$ cat src/rtl/indexed_max_priority_point_map_core_macros.svh
// assertion macros used by the point map core
`ifndef INDEXED_MAX_PRIORITY_POINT_MAP_CORE_MACROS_SVH
`define INDEXED_MAX_PRIORITY_POINT_MAP_CORE_MACROS_SVH

// condition must hold in the same cycle as the trigger
`define IMPPM_ASSERT_NOW(label, trig, cond) \
  label: assert property (@(posedge clk) disable iff (rst) (trig) |-> (cond)) \
    else $error("point map check failed");

// condition must hold in the cycle after the trigger
`define IMPPM_ASSERT_NEXT(label, trig, cond) \
  label: assert property (@(posedge clk) disable iff (rst) (trig) |=> (cond)) \
    else $error("point map check failed");

`endif

$ cat src/rtl/imppm_pkg.sv
// types and constants shared by the point map rtl
package imppm_pkg;

  localparam int COORD_W   = 6;
  localparam int DELTA_W   = 16;
  localparam int COUNT_W   = 13;
  localparam int STAMP_W   = 32;

  localparam logic [COUNT_W-1:0] MAX_POINTS = 13'd4096;
  localparam logic [STAMP_W-1:0] STAMP_MAX  = '1;

  typedef enum logic [1:0] {
    KIND_SET    = 2'd0,
    KIND_REMOVE = 2'd1,
    KIND_QUERY  = 2'd2,
    KIND_CLEAR  = 2'd3
  } imppm_kind_t;

  typedef struct packed {
    logic [1:0]         kind;
    logic [COORD_W-1:0] point_x;
    logic [COORD_W-1:0] point_y;
    logic [DELTA_W-1:0] delta_value;
  } imppm_in_t;

  typedef struct packed {
    logic               found;
    logic [COORD_W-1:0] best_x;
    logic [COORD_W-1:0] best_y;
    logic [COUNT_W-1:0] point_count;
  } imppm_out_t;

  // control from the sequencer to the best-entry tracker
  typedef struct packed {
    logic start;
    logic sample;
  } imppm_scan_ctl_t;

endpackage

$ cat src/rtl/imppm_best.sv
// running best-entry tracker: shared value/stamp compare used once per scanned entry
module imppm_best #(
  parameter int VALUE_BITS = 16,
  parameter int XW         = 6,
  parameter int YW         = 6
) (
  input  logic                    clk,
  input  logic                    rst,
  input  imppm_pkg::imppm_scan_ctl_t ctl,
  input  logic                    entry_valid,
  input  logic [VALUE_BITS-1:0]   entry_value,
  input  logic [imppm_pkg::STAMP_W-1:0] entry_stamp,
  input  logic [XW-1:0]           entry_x,
  input  logic [YW-1:0]           entry_y,
  output logic                    have,
  output logic [XW-1:0]           best_x,
  output logic [YW-1:0]           best_y
);
  import imppm_pkg::*;

  logic [VALUE_BITS-1:0] best_value;
  logic [STAMP_W-1:0]    best_stamp;
  logic                  better;

  // higher value wins, newer stamp breaks a tie, full tie keeps the earlier entry
  always_comb begin
    better = !have || (entry_value > best_value) ||
             ((entry_value == best_value) && (entry_stamp > best_stamp));
  end

  always_ff @(posedge clk) begin
    if (rst) begin
      have <= 1'b0;
    end else if (ctl.start) begin
      have <= 1'b0;
    end else if (ctl.sample && entry_valid && better) begin
      have <= 1'b1;
    end
  end

  always_ff @(posedge clk) begin
    if (!ctl.start && ctl.sample && entry_valid && better) begin
      best_value <= entry_value;
      best_stamp <= entry_stamp;
      best_x     <= entry_x;
      best_y     <= entry_y;
    end
  end

endmodule
$ cat config.mk
export PLATFORM = sky130hd
export DESIGN_NAME = imppm_best
export DESIGN_NICKNAME = d
export VERILOG_FILES = /design/src/rtl/indexed_max_priority_point_map_core_macros.svh /design/src/rtl/imppm_pkg.sv /design/src/rtl/imppm_best.sv
export SDC_FILE = /design/constraint.sdc
export NUM_CORES = 1
export LEC_CHECK = 0
export BUFFER_PORTS_ARGS = -buffer_cell sky130_fd_sc_hd__buf_4
export CORE_MARGIN = 8
export CORE_UTILIZATION = 50
export CTS_BUF_LIST = sky130_fd_sc_hd__clkbuf_16
export DETAILED_ROUTE_END_ITERATION = 16
export PLACE_DENSITY = 0.81
export RECOVER_POWER = 25
export SYNTH_ARGS = -nofsm -noshare
export SYNTH_HDL_FRONTEND = slang
export SYNTH_SLANG_ARGS = --single-unit
$ cat constraint.sdc
create_clock -name clk -period 5.1 [get_ports clk]
set_input_delay 0.51 -clock clk [delete_from_list [all_inputs] [get_ports clk]]
set_output_delay 0.51 -clock clk [all_outputs]
set_load 0.05 [all_outputs]
==> impl_metrics.json <==
{
  "status": "finished clean",
  "setup_tns_ns": 0,
  "synth.top_cell.area_share_pct": 57.9,
  "gp_congestion": 0.777,
  "holdPathStages": 2,
  "postLayoutCoreUtil_pct": 68.0,
  "rsz0062_at_grt": "false",
  "yosysSeqAreaShare_pct": 58.6,
  "insertedDiodeCount": 0,
  "tritoncts": "done",
  "portBuffers": 77,
  "synth_cell_types": 29,
  "die_h_um": 94.9,
  "synthesis.nets": 347,
  "syn_inst": 234,
  "clock_skew_ns": 0.00592,
  "ys_top_cells_by_count": "edfxtp_1, inv_1, ha_1",
  "cts_setup_buffers": 0,
  "vias_per_cell": 5.14,
  "yosysWarnings": 0,
  "cpPeakStageDelay_ns": 0.64,
  "ctsHoldBuffers": 0,
  "cpMaxStageDelayCell": "nand3_2",
  "fin_ws_ns": 1.99,
  "track_usage_pct": 15.7,
  "htree_num_levels": 3,
  "vias": 2078,
  "r2r-end": "best_value[14]",
  "clockBufferDepth": 2,
  "hold_viol_final": 0,
  "drc": 0,
  "ys_ff_latch": 61,
  "cts-resized-gates": 0,
  "cp-end-kind": "flop",
  "holdPathEnd": "have",
  "synthTopCellsByArea": "edfxtp_1, ha_1, inv_1",
  "maxCapViolCount": 0,
  "grt_pass1_vias": 2285,
  "fillCellCount": 451,
  "async_flop_share_pct": 0,
  "regArea_um2": 1820,
  "maxSlewHeadroom_pct": 52.1,
  "crit_chain": "inv_1 -> ha_1 -> a21oi_1 -> nand2_1 -> a221o_1 -> o311ai_1 -> nand3_2 -> buf_4",
  "setup_viol": 0,
  "clockRootBuffer": "clkbuf_16",
  "arrival_ns": 3.15,
  "fmax_ghz": 0.322,
  "start_util_pct": 52.2,
  "cts_made_buffers": 9,
  "ant_nets": 0,
  "nets": 437,
  "dieArea_um2": 9000,
  "p_per_area_nw_per_um2": 313,
  "multi_input_area_um2": 1110,
  "synthToLayoutAreaGrowth_pct": 30.3,
  "pre_cts_ws_ns": 1.73,
  "synth_area_um2": 3110,
  "hp-class": "input pin to flop",
  "synth_edf_count": 60,
  "core-area_um2": 5960,
  "firstDrtPassIters": 4,
  "yosysMostFrequentCell": "edfxtp_1",
  "p_leak_uw": 0.00184,
  "cp_data_required_time_ns": 5.14,
  "hp-start": "rst",
  "routed_wl_um": 6380,
  "fin_crit_ns": 3.11,
  "grt.overflow.total": 0,
  "cts.sinks": 61,
  "whs_ns": 0.351,
  "clk_pin_slew_ns": 0.06,
  "synth.avg_cell_area_um2": 13.3,
  "worst_slew_pin_slew_ns": 0.718,
  "num_rows": 28,
  "drive_gt1_share_pct": 28.6,
  "r2r_slack_ns": 1.99,
  "grt_antenna_before_repair": 0,
  "r2r_cells": 8,
  "r2r-start": "best_stamp[14]",
  "post-route-period-util_pct": 61.0,
  "grt_pass1_wl_um": 10600,
  "drt_iter0_drc": 73,
  "report.final.slew_viol_count": 0,
  "dp_hpwl_um": 5040,
  "wl_per_cell_um": 15.8,
  "ios": 78,
  "die_w_um": 94.9,
  "p_total_uw": 1270,
  "grt_max_degree": 30,
  "synthFlopType": "edfxtp_1",
  "peakVddDrop_mv": 0.214,
  "startpoint_type": "flop",
  "worstPathMaxFanout": 29,
  "synth_top_cell_by_area": "edfxtp_1",
  "worst-setup-path-type": "flop to flop",
  "clk_latency_ns": 0.32
}
## routing by layer
metal | vias up | GRT usage, % | routed length, µm
li1 | 1056 | - | -
met1 | 957 | 18.2 | 2660
met4 | 0 | 7.67 | 153
met3 | 12 | 5.16 | 340
met2 | 53 | 25.5 | 3220
met5 | - | 0 | 0
## state kept, by name (all words and copies together), names as in the netlist
name / count
best_value: 16
best_stamp: 32
have: 1
best_x: 6
best_y: 6
## critical path: cells and delay by family, from the launching register on
family | cells | cell delay [ns]
buf+inv | 2 | 0.58
flops | 1 | 0.37
compound gates | 3 | 0.92
fa+ha+maj | 1 | 0.24
simple gates | 2 | 0.71
## final cells by class
class,count,share of cell area (%)
tap,75,2.32
timing repair buffer,79,13.8
sequential,61,45.0
clock buffer,9,5.56
multi-input combinational,124,27.4
inverter,49,4.54
clock inverter,7,1.48
## how the worst max path moves through the flow
stage                          from              to  slack, ns  cells past startpoint
finish               best_stamp[14]  best_value[14]       1.99                      8
global route         best_stamp[14]  best_value[14]       1.77                      8
CTS                  best_stamp[14]   best_value[2]       2.00                      8
detailed placement  entry_stamp[14]  best_value[11]       1.73                      8
global placement    entry_stamp[14]       best_y[4]       1.83                      8
floorplan           entry_stamp[14]   best_stamp[0]       1.28                      6
## through the flow
| step | instance area [µm²] | std cells |
|---|---|---|
| after floorplan | 3110 | 234 |
| after global placement | 3800 | 388 |
| after detailed placement | 3800 | 388 |
| after CTS | 4090 | 404 |
| after global routing | 4050 | 404 |
| final | 4050 | 404 |
## kinds of logic (layout without fill, tap and decap cells)
| kind of cell | count (synthesis) | count (layout) | share of synthesized area [%] |
|---|---|---|---|
| simple gates | 35 | 35 | 7.24 |
| fa+ha+maj | 48 | 48 | 19.3 |
| flops | 61 | 61 | 58.6 |
| compound gates | 41 | 41 | 8.93 |
| buf+inv | 49 | 144 | 5.92 |
## power by group
part / internal [µW] / total (µW) / switching [µW]
clock network: 335 / 566 / 232
registers: 568 / 572 / 3.56
logic: 61.0 / 128 / 67.2
total: 964 / 1270 / 302
## layout by cell type, fill, tap and decap left out, types with 2 or more instances in the layout
| cell type | n |
|---|---|
| edfxtp_1 | 60 |
| clkbuf_16 | 9 |
| a21oi_1 | 15 |
| nand3_1 | 5 |
| clkbuf_1 | 9 |
| clkinv_4 | 2 |
| clkbuf_4 | 24 |
| nor2_1 | 4 |
| o31ai_1 | 2 |
| inv_1 | 49 |
| nand2_1 | 5 |
| ha_1 | 48 |
| a221o_1 | 2 |
| a21o_1 | 5 |
| nor4_1 | 2 |
| clkinvlp_4 | 3 |
| o21ai_0 | 5 |
| nand4_1 | 10 |
| o211ai_1 | 2 |
| nor2b_1 | 2 |
| a211oi_1 | 4 |
| buf_4 | 46 |
(Power assumes the default switching activity.)
